==> config.mk <==
export PLATFORM = sky130hd
export DESIGN_NAME = power_monitor_sample_convert_top_flat
export DESIGN_NICKNAME = d
export VERILOG_FILES = /design/src/hw/rtl/pmsc_pkg.sv /design/src/hw/rtl/pmsc_chan_if.sv /design/src/hw/rtl/pmsc_div.sv /design/src/hw/rtl/power_monitor_sample_convert_top.sv /design/src/flat_wrapper.sv
export SDC_FILE = /design/constraint.sdc
export NUM_CORES = 1
export LEC_CHECK = 0
export BUFFER_PORTS_ARGS = -buffer_cell sky130_fd_sc_hd__buf_2
export CORE_MARGIN = 1
export CORE_UTILIZATION = 45
export CTS_CLUSTER_SIZE = 8
export DETAILED_ROUTE_END_ITERATION = 10
export GPL_ROUTABILITY_DRIVEN = 1
export HOLD_SLACK_MARGIN = 0.02
export PLACE_DENSITY = 0.67
export SLEW_MARGIN = 0
export SYNTH_ARGS = -nofsm -noshare
export SYNTH_HDL_FRONTEND = slang
export SYNTH_SLANG_ARGS = --single-unit
==> constraint.sdc <==
create_clock -name clock -period 1.4 [get_ports clock]
set_input_delay 0.21 -clock clock [delete_from_list [all_inputs] [get_ports clock]]
set_output_delay 0.21 -clock clock [all_outputs]
set_load 0.02 [all_outputs]
==> src/hw/rtl/pmsc_pkg.sv <==
// ----------------------------------------------------------------------------
// pmsc_pkg
// Types and constants shared by the power-monitor sample converter.
// ----------------------------------------------------------------------------
package pmsc_pkg;

   // Request beat: one poll attempt
   typedef struct packed {
      logic [31:0] time_ms;
      logic        read_ok;
      logic [23:0] bus_raw;
      logic [23:0] shunt_raw;
   } req_type;

   // Response beat: one converted poll
   typedef struct packed {
      logic [15:0]        bus_mv;
      logic signed [15:0] load_ma;
      logic [7:0]         load_w;
      logic               sensor_present;
      logic               measurement_valid;
      logic               power_saturated;
      logic               over_current;
      logic               over_voltage;
      logic               under_voltage;
      logic               sensor_error;
      logic [31:0]        updated_at_ms;
      logic [31:0]        failure_count;
   } rsp_type;

   // Register write beat
   localparam int CSR_IDX_W = 8;
   typedef struct packed {
      logic [CSR_IDX_W-1:0] index;
      logic [31:0]          data;
   } csr_type;

   // Register indexes
   localparam logic [CSR_IDX_W-1:0] CSR_POLL_PERIOD   = 8'd0;
   localparam logic [CSR_IDX_W-1:0] CSR_SHUNT_UOHM    = 8'd1;
   localparam logic [CSR_IDX_W-1:0] CSR_OC_LIMIT      = 8'd2;
   localparam logic [CSR_IDX_W-1:0] CSR_OV_LIMIT      = 8'd3;
   localparam logic [CSR_IDX_W-1:0] CSR_UV_LIMIT      = 8'd4;

   // Register reset values
   localparam logic [15:0] POLL_PERIOD_RST = 16'd200;
   localparam logic [19:0] SHUNT_UOHM_RST  = 20'd15000;
   localparam logic [14:0] OC_LIMIT_RST    = 15'd5000;
   localparam logic [15:0] OV_LIMIT_RST    = 16'd26000;
   localparam logic [15:0] UV_LIMIT_RST    = 16'd6000;

   // Shared divider widths: numerator up to 29 bits, divisor up to 21 bits
   localparam int DIV_NUM_W = 29;
   localparam int DIV_DEN_W = 21;

   // Power: W = floor((bus_mv * |mA| + 500000) / 1000000)
   localparam logic [31:0]          PWR_ROUND   = 32'd500000;
   localparam logic [31:0]          PWR_SAT_MIN = 32'd256000000;
   localparam logic [DIV_DEN_W-1:0] PWR_DIVISOR = 21'd1000000;

endpackage

==> src/hw/rtl/pmsc_chan_if.sv <==
// ----------------------------------------------------------------------------
// pmsc_chan_if
// Valid/ready channel carrying one payload beat.
// ----------------------------------------------------------------------------
interface pmsc_chan_if #(
   parameter type payload_type = logic
) ();
   logic        valid;
   logic        ready;
   payload_type payload;

   modport source (output valid, output payload, input ready);
   modport sink   (input valid, input payload, output ready);
endinterface

==> src/hw/rtl/pmsc_div.sv <==
// ----------------------------------------------------------------------------
// pmsc_div
// Restoring divider, one quotient bit per cycle, shared by current and power.
// ----------------------------------------------------------------------------
module pmsc_div (
   input  logic                           clock,
   input  logic                           reset,
   input  logic                           start,
   input  logic [pmsc_pkg::DIV_NUM_W-1:0] num,
   input  logic [pmsc_pkg::DIV_DEN_W-1:0] den,
   output logic                           done,
   output logic [pmsc_pkg::DIV_NUM_W-1:0] quot
);
   import pmsc_pkg::*;

   localparam int CNT_W = $clog2(DIV_NUM_W);
   localparam logic [CNT_W-1:0] CNT_LAST = CNT_W'(DIV_NUM_W - 1);

   logic [DIV_DEN_W-1:0] rem_ff, rem_in;
   logic [DIV_DEN_W-1:0] den_ff, den_in;
   logic [DIV_NUM_W-1:0] quo_ff, quo_in;
   logic [CNT_W-1:0]     cnt_ff, cnt_in;
   logic                 busy_ff, busy_in;
   logic                 done_ff, done_in;
   logic [DIV_DEN_W:0]   trial;
   logic [DIV_DEN_W:0]   diff;
   logic                 fits;

   // one shift/subtract step
   always_comb begin
      trial = {rem_ff, quo_ff[DIV_NUM_W-1]};
      fits  = trial >= {1'b0, den_ff};
      diff  = trial - {1'b0, den_ff};
      rem_in  = rem_ff;
      den_in  = den_ff;
      quo_in  = quo_ff;
      cnt_in  = cnt_ff;
      busy_in = busy_ff;
      done_in = 1'b0;
      if (start) begin
         rem_in  = '0;
         den_in  = den;
         quo_in  = num;
         cnt_in  = '0;
         busy_in = 1'b1;
      end else if (busy_ff) begin
         rem_in = fits ? diff[DIV_DEN_W-1:0] : trial[DIV_DEN_W-1:0];
         quo_in = {quo_ff[DIV_NUM_W-2:0], fits};
         cnt_in = cnt_ff + 1'b1;
         if (cnt_ff == CNT_LAST) begin
            busy_in = 1'b0;
            done_in = 1'b1;
         end
      end
   end

   always_ff @(posedge clock) begin
      rem_ff <= rem_in;
      den_ff <= den_in;
      quo_ff <= quo_in;
      cnt_ff <= cnt_in;
      if (reset) begin
         busy_ff <= 1'b0;
         done_ff <= 1'b0;
      end else begin
         busy_ff <= busy_in;
         done_ff <= done_in;
      end
   end

   assign done = done_ff;
   assign quot = quo_ff;
endmodule

==> src/hw/rtl/power_monitor_sample_convert_top.sv <==
// ----------------------------------------------------------------------------
// power_monitor_sample_convert_top
// Converts power-monitor poll beats into bus voltage, current and power.
// ----------------------------------------------------------------------------
// Usage:
//   req_if  : poll beats (timestamp, read status, raw bus and shunt words).
//   rsp_if  : one converted beat per accepted poll; polls arriving sooner
//             than the poll period after the last accepted one are dropped.
//   csr_if  : register writes, always ready; the user must see that they are
//             taken only while the block is idle; this is not enforced.
// Sequence:
//   A dropped poll is discarded while idle; a failed read goes straight to
//   the finish step. A good read runs the current divide (a load step and a
//   wait on 29 quotient bits), a shift-add power multiply, the power
//   rounding divide on the same divider (load and wait), plus the accept
//   and finish steps; when the power saturates the second divide is skipped.
//   One poll is converted at a time; req_if.ready is high only when idle.
// Reset: registers return to their defaults, the last-poll time and the
//   failure counter clear, and no response is pending.
// Stall: a finished response sits in the output register until taken; the
//   next poll is accepted meanwhile and waits at its finish step.
// ----------------------------------------------------------------------------
module power_monitor_sample_convert_top (
   input  logic        clock,
   input  logic        reset,
   pmsc_chan_if.sink   req_if,
   pmsc_chan_if.source rsp_if,
   pmsc_chan_if.sink   csr_if
);
   import pmsc_pkg::*;

   localparam logic [2:0] ST_IDLE     = 3'd0;
   localparam logic [2:0] ST_CUR      = 3'd1;
   localparam logic [2:0] ST_CUR_WAIT = 3'd2;
   localparam logic [2:0] ST_MUL      = 3'd3;
   localparam logic [2:0] ST_PWR      = 3'd4;
   localparam logic [2:0] ST_PWR_WAIT = 3'd5;
   localparam logic [2:0] ST_DONE     = 3'd6;

   req_type req;
   csr_type csr;

   // configuration registers
   logic [15:0] poll_period_ff;
   logic [19:0] shunt_uohm_ff;
   logic [14:0] oc_limit_ff;
   logic [15:0] ov_limit_ff;
   logic [15:0] uv_limit_ff;

   // control state
   logic [2:0]  state_ff, state_in;
   logic [31:0] last_poll_ff, last_poll_in;
   logic [31:0] failed_ff, failed_in;
   logic        rsp_valid_ff, rsp_valid_in;
   logic [3:0]  mul_cnt_ff, mul_cnt_in;

   // working payload
   logic [31:0]        time_ff, time_in;
   logic               err_ff, err_in;
   logic [15:0]        bus_mv_ff, bus_mv_in;
   logic               shunt_neg_ff, shunt_neg_in;
   logic [19:0]        shunt_mag_ff, shunt_mag_in;
   logic signed [15:0] load_ma_ff, load_ma_in;
   logic [15:0]        abs_ma_ff, abs_ma_in;
   logic [15:0]        mplier_ff, mplier_in;
   logic [31:0]        acc_ff, acc_in;
   logic [7:0]         load_w_ff, load_w_in;
   logic               psat_ff, psat_in;
   rsp_type            rsp_ff, rsp_in;

   // datapath helpers
   logic                 req_fire;
   logic                 csr_fire;
   logic                 rsp_free;
   logic [31:0]          elapsed;
   logic [19:0]          bus_code;
   logic [24:0]          bus_x25;
   logic [17:0]          bus_scaled;
   logic [19:0]          shunt_code;
   logic [DIV_NUM_W-1:0] cur_num;
   logic [19:0]          shunt_eff;
   logic [31:0]          pwr_sum;
   logic                 div_start;
   logic                 div_done;
   logic [DIV_NUM_W-1:0] div_num;
   logic [DIV_DEN_W-1:0] div_den;
   logic [DIV_NUM_W-1:0] div_quot;

   assign req      = req_if.payload;
   assign csr      = csr_if.payload;
   assign req_fire = req_if.valid & req_if.ready;
   assign csr_fire = csr_if.valid & csr_if.ready;
   assign rsp_free = ~rsp_valid_ff | rsp_if.ready;

   assign req_if.ready = (state_ff == ST_IDLE);
   assign csr_if.ready = 1'b1;
   assign rsp_if.valid = rsp_valid_ff;
   assign rsp_if.payload = rsp_ff;

   // bus: mV = floor(code * 25 / 128), saturated
   always_comb begin
      bus_code   = req.bus_raw[23:4];
      bus_x25    = {1'b0, bus_code, 4'b0} + {2'b0, bus_code, 3'b0} + {5'b0, bus_code};
      bus_scaled = bus_x25[24:7];
   end

   // shunt code magnitude and the current numerator |code| * 625
   assign shunt_code = req.shunt_raw[23:4];
   assign cur_num = {shunt_mag_ff, 9'b0} + {3'b0, shunt_mag_ff, 6'b0}
                  + {4'b0, shunt_mag_ff, 5'b0} + {5'b0, shunt_mag_ff, 4'b0}
                  + {9'b0, shunt_mag_ff};
   assign shunt_eff = (shunt_uohm_ff == '0) ? 20'd1 : shunt_uohm_ff;
   assign pwr_sum   = acc_ff + PWR_ROUND;
   assign elapsed   = req.time_ms - last_poll_ff;

   // shared divider: current in ST_CUR, power in ST_PWR
   assign div_start = (state_ff == ST_CUR) | ((state_ff == ST_PWR) & (pwr_sum < PWR_SAT_MIN));
   assign div_num   = (state_ff == ST_PWR) ? pwr_sum[DIV_NUM_W-1:0] : cur_num;
   assign div_den   = (state_ff == ST_PWR) ? PWR_DIVISOR : {shunt_eff, 1'b0};

   pmsc_div u_div (
      .clock (clock),
      .reset (reset),
      .start (div_start),
      .num   (div_num),
      .den   (div_den),
      .done  (div_done),
      .quot  (div_quot)
   );

   // sequencer
   always_comb begin
      state_in     = state_ff;
      last_poll_in = last_poll_ff;
      failed_in    = failed_ff;
      mul_cnt_in   = mul_cnt_ff;
      time_in      = time_ff;
      err_in       = err_ff;
      bus_mv_in    = bus_mv_ff;
      shunt_neg_in = shunt_neg_ff;
      shunt_mag_in = shunt_mag_ff;
      load_ma_in   = load_ma_ff;
      abs_ma_in    = abs_ma_ff;
      mplier_in    = mplier_ff;
      acc_in       = acc_ff;
      load_w_in    = load_w_ff;
      psat_in      = psat_ff;
      rsp_in       = rsp_ff;
      rsp_valid_in = rsp_valid_ff & ~rsp_if.ready;

      case (state_ff)
         ST_IDLE: begin
            if (req_fire && elapsed >= {16'b0, poll_period_ff}) begin
               last_poll_in = req.time_ms;
               time_in      = req.time_ms;
               err_in       = ~req.read_ok;
               bus_mv_in    = (|bus_scaled[17:16]) ? 16'hFFFF : bus_scaled[15:0];
               shunt_neg_in = shunt_code[19];
               shunt_mag_in = shunt_code[19] ? (20'd0 - shunt_code) : shunt_code;
               load_w_in    = '0;
               psat_in      = 1'b0;
               if (req.read_ok) begin
                  state_in = ST_CUR;
               end else begin
                  failed_in = failed_ff + 32'd1;
                  state_in  = ST_DONE;
               end
            end
         end
         ST_CUR: begin
            state_in = ST_CUR_WAIT;
         end
         ST_CUR_WAIT: begin
            if (div_done) begin
               // saturate the quotient to the signed 16-bit range
               if (shunt_neg_ff) begin
                  abs_ma_in  = (div_quot > 29'd32768) ? 16'h8000 : div_quot[15:0];
                  load_ma_in = 16'sd0 - $signed(abs_ma_in);
               end else begin
                  abs_ma_in  = (div_quot > 29'd32767) ? 16'h7FFF : div_quot[15:0];
                  load_ma_in = $signed(abs_ma_in);
               end
               mplier_in  = abs_ma_in;
               acc_in     = '0;
               mul_cnt_in = '0;
               state_in   = ST_MUL;
            end
         end
         ST_MUL: begin
            // shift-add, multiplier MSB first
            acc_in     = {acc_ff[30:0], 1'b0} + (mplier_ff[15] ? {16'b0, bus_mv_ff} : 32'd0);
            mplier_in  = {mplier_ff[14:0], 1'b0};
            mul_cnt_in = mul_cnt_ff + 1'b1;
            if (mul_cnt_ff == 4'hF) begin
               state_in = ST_PWR;
            end
         end
         ST_PWR: begin
            if (pwr_sum >= PWR_SAT_MIN) begin
               load_w_in = 8'hFF;
               psat_in   = 1'b1;
               state_in  = ST_DONE;
            end else begin
               state_in = ST_PWR_WAIT;
            end
         end
         ST_PWR_WAIT: begin
            if (div_done) begin
               load_w_in = div_quot[7:0];
               state_in  = ST_DONE;
            end
         end
         ST_DONE: begin
            if (rsp_free) begin
               rsp_in.bus_mv            = err_ff ? 16'd0 : bus_mv_ff;
               rsp_in.load_ma           = err_ff ? 16'sd0 : load_ma_ff;
               rsp_in.load_w            = err_ff ? 8'd0 : load_w_ff;
               rsp_in.sensor_present    = ~err_ff;
               rsp_in.measurement_valid = ~err_ff;
               rsp_in.power_saturated   = ~err_ff & psat_ff;
               rsp_in.over_current      = ~err_ff & (abs_ma_ff >= {1'b0, oc_limit_ff});
               rsp_in.over_voltage      = ~err_ff & (bus_mv_ff > ov_limit_ff);
               rsp_in.under_voltage     = ~err_ff & (bus_mv_ff != '0)
                                          & (bus_mv_ff < uv_limit_ff);
               rsp_in.sensor_error      = err_ff;
               rsp_in.updated_at_ms     = time_ff;
               rsp_in.failure_count     = failed_ff;
               rsp_valid_in             = 1'b1;
               state_in                 = ST_IDLE;
            end
         end
         default: begin
            state_in = ST_IDLE;
         end
      endcase
   end

   // payload registers
   always_ff @(posedge clock) begin
      mul_cnt_ff   <= mul_cnt_in;
      time_ff      <= time_in;
      err_ff       <= err_in;
      bus_mv_ff    <= bus_mv_in;
      shunt_neg_ff <= shunt_neg_in;
      shunt_mag_ff <= shunt_mag_in;
      load_ma_ff   <= load_ma_in;
      abs_ma_ff    <= abs_ma_in;
      mplier_ff    <= mplier_in;
      acc_ff       <= acc_in;
      load_w_ff    <= load_w_in;
      psat_ff      <= psat_in;
      rsp_ff       <= rsp_in;
   end

   // control registers
   always_ff @(posedge clock) begin
      if (reset) begin
         state_ff     <= ST_IDLE;
         last_poll_ff <= '0;
         failed_ff    <= '0;
         rsp_valid_ff <= 1'b0;
      end else begin
         state_ff     <= state_in;
         last_poll_ff <= last_poll_in;
         failed_ff    <= failed_in;
         rsp_valid_ff <= rsp_valid_in;
      end
   end

   // register writes
   always_ff @(posedge clock) begin
      if (reset) begin
         poll_period_ff <= POLL_PERIOD_RST;
         shunt_uohm_ff  <= SHUNT_UOHM_RST;
         oc_limit_ff    <= OC_LIMIT_RST;
         ov_limit_ff    <= OV_LIMIT_RST;
         uv_limit_ff    <= UV_LIMIT_RST;
      end else if (csr_fire) begin
         case (csr.index)
            CSR_POLL_PERIOD: poll_period_ff <= csr.data[15:0];
            CSR_SHUNT_UOHM:  shunt_uohm_ff  <= csr.data[19:0];
            CSR_OC_LIMIT:    oc_limit_ff    <= csr.data[14:0];
            CSR_OV_LIMIT:    ov_limit_ff    <= csr.data[15:0];
            CSR_UV_LIMIT:    uv_limit_ff    <= csr.data[15:0];
            default: begin
            end
         endcase
      end
   end
endmodule
==> src/flat_wrapper.sv <==
// flat-port wrapper written by rule: the top's interface ports become plain ports
module power_monitor_sample_convert_top_flat import pmsc_pkg::*;
  (clock, reset, req_if_valid, req_if_payload, req_if_ready, rsp_if_valid, rsp_if_payload, rsp_if_ready, csr_if_valid, csr_if_payload, csr_if_ready);
  pmsc_chan_if req_if_i ();
  pmsc_chan_if rsp_if_i ();
  pmsc_chan_if csr_if_i ();
  input  logic clock;
  input  logic reset;
  input wire logic [$bits(req_if_i.valid)-1:0] req_if_valid;
  input wire logic [$bits(req_if_i.payload)-1:0] req_if_payload;
  output wire logic [$bits(req_if_i.ready)-1:0] req_if_ready;
  output wire logic [$bits(rsp_if_i.valid)-1:0] rsp_if_valid;
  output wire logic [$bits(rsp_if_i.payload)-1:0] rsp_if_payload;
  input wire logic [$bits(rsp_if_i.ready)-1:0] rsp_if_ready;
  input wire logic [$bits(csr_if_i.valid)-1:0] csr_if_valid;
  input wire logic [$bits(csr_if_i.payload)-1:0] csr_if_payload;
  output wire logic [$bits(csr_if_i.ready)-1:0] csr_if_ready;
  assign req_if_i.valid = req_if_valid;
  assign req_if_i.payload = req_if_payload;
  assign req_if_ready = req_if_i.ready;
  assign rsp_if_valid = rsp_if_i.valid;
  assign rsp_if_payload = rsp_if_i.payload;
  assign rsp_if_i.ready = rsp_if_ready;
  assign csr_if_i.valid = csr_if_valid;
  assign csr_if_i.payload = csr_if_payload;
  assign csr_if_ready = csr_if_i.ready;
  power_monitor_sample_convert_top u_core (.clock(clock), .reset(reset), .req_if(req_if_i), .rsp_if(rsp_if_i), .csr_if(csr_if_i));
endmodule
## After elaboration in Yosys (flattened, before gate mapping)

Index checks and enable logic that the tools add are counted.

- Register bits after elaboration: 84
- Bits in latches: 0
- Memory bits (writable): 0
- Bits in read-only memories: 0
- Input bits: 7
- Output and inout bits: 4
- Logic and storage cells: 63
- Memories kept: 0

- Add/subtract/negate cells: 4
- $mul: 0
- Div/mod/pow operators: 0
- $lt $le $gt $ge: 3
- Equal/unequal tests: 13
- Shifts and indexed selects: 0
- Multiplexer cells: 17
- Bitwise gates (word level): 8
- Reduce and logical (&&, ||, !) cells: 8

Operators by type and width:

| operator | count |
|---|---|
| $pmux 32 s2 | 1 |
| $add 32x1->32 const B | 1 |
| $add 32x19->32 const B | 1 |
| $ge 32x28->1 const B | 1 |
| $lt 32x28->1 const B | 1 |
| $mux 32 | 1 |
| $pmux 3 s7 | 1 |
| $mux 3 | 5 |
| $eq 3x3->1 const B | 3 |
| $ge 1x8->1 const A | 1 |
| $pmux 4 s2 | 1 |
| $eq 3x2->1 const B | 2 |
| $mux 1 | 6 |
| $ne 2x2->1 const B | 3 |
| $reduce_and 2->1 | 3 |
| $add 5x1->5 const B | 1 |
| $eq 5x5->1 const B | 1 |
| $reduce_and 5->1 | 1 |
| $add 4x1->4 const B | 1 |
| $eq 4x4->1 const B | 1 |
| $mux 4 | 1 |
| $ne 2x1->1 const B | 2 |
| $and 1x1->1 | 3 |
| $eq 3x1->1 const B | 1 |
| 7 further kinds | 10 |

## Longest topological paths before layout

- Depth after elaboration: 5
- Gate-level depth with buffers: 5
- Depth with buffers taken out: 5

## Cells and area by module

A second synthesis with hierarchy kept.

- Cells, all modules: 463
- Area total of the unflattened synthesis: 5031.1 µm²

Modules (own cells, without submodules):

| module | times used | cells an instance | area each (µm²) | seq. area each (µm²) |
|---|---|---|---|---|
| pmsc_div | 1 | 392 | 4326.6 | 2062.0 |
| power_monitor_sample_convert_top | 1 | 71 | 704.4 | 290.3 |

## Least setup slack after synthesis

OpenSTA, ideal clock, no wires.

- Path kind: register to register
- From: reg u_core.state_ff[0]
- To: reg u_core.state_ff[2]
- Library setup time: 0.131 ns
- Arrival: 1.589 ns
- Data required time: 1.269 ns
- Slack: -0.320 ns
- Cell stages (with the launch flop): 6
- Path buffers: 1
- Period minus slack after synthesis: 1.720 ns
- Cells stage by stage: dfxtp_1 buf_2 nor3_1 a22oi_1 a41oi_1 a31oi_1

- Longest elaborated chain between the ends: 5

Ends and longest elaborated chain:

| element | line | RTL |
|---|---|---|
| start, declared | power_monitor_sample_convert_top.sv:51 | `logic [2:0] state_ff, state_in;` |
| start signal, assigned | power_monitor_sample_convert_top.sv:263 | `state_ff <= state_in;` |
| $logic_not 3->1 * | power_monitor_sample_convert_top.sv:95 | `assign req_if.ready = (state_ff == ST_IDLE);` |
| net req_if_ready | flat_wrapper.sv:11 | `output wire logic [$bits(req_if_i.ready)-1:0] req_if_ready;` |
| $and 1x1->1 | power_monitor_sample_convert_top.sv:91 | `assign req_fire = req_if.valid & req_if.ready;` |
| $logic_and 1x1->1 | power_monitor_sample_convert_top.sv:153 | `if (req_fire && elapsed >= {16'b0, poll_period_ff}) begin` |
| $ne 2x2->1 (no line) | - |  |
| $reduce_and 5->1 (no line) | - |  |

Mark *: on every way through the listed nets, which the timed path passes. The rest lies on a longest branch.
A chain may end at the register's enable or synchronous reset.

## Worst setup path in the final report

- From: reg u_core.poll_period_ff[0]
- To: reg u_core.state_ff[2]

- Longest elaborated chain between the ends: 4

Ends and longest elaborated chain:

| element | line | RTL |
|---|---|---|
| start, declared | power_monitor_sample_convert_top.sv:44 | `logic [15:0] poll_period_ff;` |
| start signal, assigned | power_monitor_sample_convert_top.sv:280 | `CSR_POLL_PERIOD: poll_period_ff <= csr.data[15:0];` |
| $ge 1x8->1 | power_monitor_sample_convert_top.sv:153 |  |
| $logic_and 1x1->1 | power_monitor_sample_convert_top.sv:153 |  |
| $ne 2x2->1 (no line) | - |  |
| $reduce_and 5->1 (no line) | - |  |

No other way between the ends.

==> results.txt <==
Status: complete, but fails checks
Failing checks: setup timing
Hold buffer count at CTS: 0
Full die area: 2270 um^2
Tot GR Track Use: 17.1%
CP max FO: 3
Critical path class: reg -> reg
Setup ws final: -0.146 ns
Max-Cap Viols: 0
Internal Power: 0.00123 W
Ant. Diodes: 0
Switching Power: 0.000711 W
Syn_area_per_cell: 9.56 um^2
Final Hold Viols: 0
Post-DP HPWL: 1.36 mm
H-tree levels: 1
Max Buffers Root-to-Sink: 2
Sequential Power Share: 40.7%
Synth Register Bits: 19
Yosys cell types: 40
CTS Buf Count: 3
Via/cell ratio: 5.06
Fmax: 0.647 GHz
Critical path capture point type: register
Leak: 0.525 nW
Area Growth Syn to Fin: 27.6%
Layout cells sized above 1: 33.9%
Starting Density: 47.8%
Clock root cell: clkbuf_4
Crit path DAT: 1.77 ns
Post-synth EDFFs: 5
First-pass GRT wire length: 2.69 mm
Routability cong.: 0.848
Post-Synthesis Cells: 98
Clock skew: 0.00130 ns
Synthesized area: 937 um^2
Final total power: 0.00194 W
Floorplan row count: 16
Ports: 11
Initial antenna violation count: 0
Fin. max-slew vios: 0
Post-synth ARST share: 0%
Top_reg_cell synth: dfxtp_1
Worst min-delay path category: in -> reg
Clock transition at the registers of the reported paths: 0.10 ns
Comb pwr share: 45.4%
Post-route DRC: 0
Number of port buffers: 8
Final period utilization: 110%
Yosys Warn Count: 0
Worst-Skew Late Latency: 0.29 ns
Die Ht: 47.6 um
Core area: 1960 um^2
Fin crit period: 1.55 ns
Setup WS pre-CTS: -0.104 ns
Die width: 47.6 um
Unrepaired setup endpoints after global routing: yes
IR drop worst, VDD: 0.000847 V
Power Density: 1620 nW/um^2
Nets: 135
Routed wire length: 1.77 mm
CP Data Required Time: 1.62 ns
Largest net degree at the start of global routing: 11
Core Util, Final: 61.0%
Startpoint types: register
Setup bufs post-CTS: 0
DR iter-0 viols: 8
Clock sinks: 19
Clock share of power: 13.9%
Fill count: 194
Sw Share: 36.7%
Final setup vio count: 3
Sequential share of the synthesized area: 45.9%
Drt pass-1 iters: 4
Synthesized netlist net count: 108
Detail Route Antenna Nets: 0
Wire per inst: 11.7 um
CTS tree: yes
Vias in the first global route: 665
Gr ovfl total: 0
Via count: 764
## synthesized netlist by cell type (all sizes together), types with 3 or more instances
cell	number	area, um^2
xnor2	4	35.0
nand4	3	18.8
buf	3	20.0
inv	4	15.0
edfxtp	5	150
nor2	15	56.3
ha	3	37.5
xor2	4	35.0
a21oi	3	15.0
nand3	3	15.0
dfxtp	14	280
clkbuf	3	11.3
and3b	3	26.3
## final timing paths
path	startpoint	to	slack, ns	cells past startpoint
max	u_core.poll_period_ff[0]	u_core.state_ff[2]	-0.15	4
min reg2reg	u_core.failed_ff[0]	u_core.rsp_if.payload	0.47	0
min	csr_if_payload	u_core.poll_period_ff[0]	0.15	3
max reg2reg	u_core.poll_period_ff[0]	u_core.state_ff[2]	-0.15	4
## state kept, by name, summed over array words and instances, names as in the netlist
signal / cells
u_core.u_div.cnt_ff: 5
u_core.u_div.busy_ff: 1
u_core.state_ff: 3
u_core.rsp_if.payload: 1
u_core.poll_period_ff: 2
u_core.rsp_if.valid: 1
u_core.failed_ff: 1
u_core.u_div.done: 1
u_core.mul_cnt_ff: 4
## layout by cell type, fill, tap and decap left out, types with 2 or more instances in the layout
| master | count |
|---|---|
| a21oi_1 | 2 |
| a31oi_1 | 2 |
| and3b_1 | 3 |
| buf_2 | 8 |
| buf_4 | 18 |
| buf_6 | 2 |
| clkbuf_4 | 3 |
| dfxtp_1 | 13 |
| edfxtp_1 | 5 |
| ha_1 | 2 |
| inv_1 | 3 |
| mux2i_1 | 2 |
| nand2_1 | 2 |
| nand3_1 | 2 |
| nand4_1 | 3 |
| nor2_1 | 15 |
| nor4_1 | 2 |
| xnor2_1 | 4 |
| xor2_1 | 4 |
## metal layers
| metal | track usage, % | routed length, um | vias up |
|---|---|---|---|
| li1 | - | - | 406 |
| met1 | 24.0 | 886 | 344 |
| met2 | 26.0 | 823 | 10 |
| met3 | 3.40 | 41 | 4 |
| met4 | 6.67 | 23 | 0 |
| met5 | 0 | 0 | - |
## repair_timing
action / 4_1_cts / 5_1_grt
pin swaps: 2 / 6
gates resized for setup: 1 / 6
endpoints found under the setup margin: 3 / 6
## cell families (layout without fill, tap and decap cells)
group	after synthesis	in the layout	share of synthesized area, %
DFF	19	19	45.9
xor gates and xnor gates	8	8	7.48
muxes	2	2	2.14
and+or+nand+nor	39	39	22.7
AOI/OAI and AO/OA	16	16	12.4
buffers and inverters	10	36	4.94
other	1	1	0.400
adders and majority gates	3	3	4.01
## power by group through the flow
stage / registers, W / clock network, W / logic, W
2_1_floorplan: 0.000755 / 0 / 0.000577
3_3_place_gp: 0.000795 / 0 / 0.000838
3_5_place_dp: 0.000798 / 0 / 0.000848
4_1_cts: 0.000786 / 0.000279 / 0.000864
5_1_grt: 0.000804 / 0.000302 / 0.000993
6_report: 0.000789 / 0.000268 / 0.000879
## cell type report
class / count / area (um^2) / area share [%]
Timing Repair Buffer: 28 / 198 / 16.5
Inverter: 4 / 15.0 / 1.26
Clock buffer: 4 / 26.3 / 2.20
Multi-Input combinational cell: 69 / 492 / 41.1
Sequential cell: 19 / 432 / 36.1
Tap cell: 27 / 33.8 / 2.82
## worst max-delay path, cell delays in order (launching register included)
cell and delay (ns):
dfxtp_2 0.33, or3b_4 0.40, a22o_1 0.20, or4_1 0.41, a31oi_1 0.14
## per-stage QoR
step | instances | area [um^2] | hold slack [ns] | setup TNS (ns)
floorplan | 98 | 956 | 0.357 | -0.0377
CTS | 151 | 1180 | 0.143 | -0.217
global placement | 147 | 1150 | 0.438 | -0.167
detailed placement | 147 | 1150 | 0.443 | -0.182
finish | 151 | 1200 | 0.149 | -0.247
global route | 151 | 1200 | 0.190 | -0.553
(Power assumes the default switching activity.)
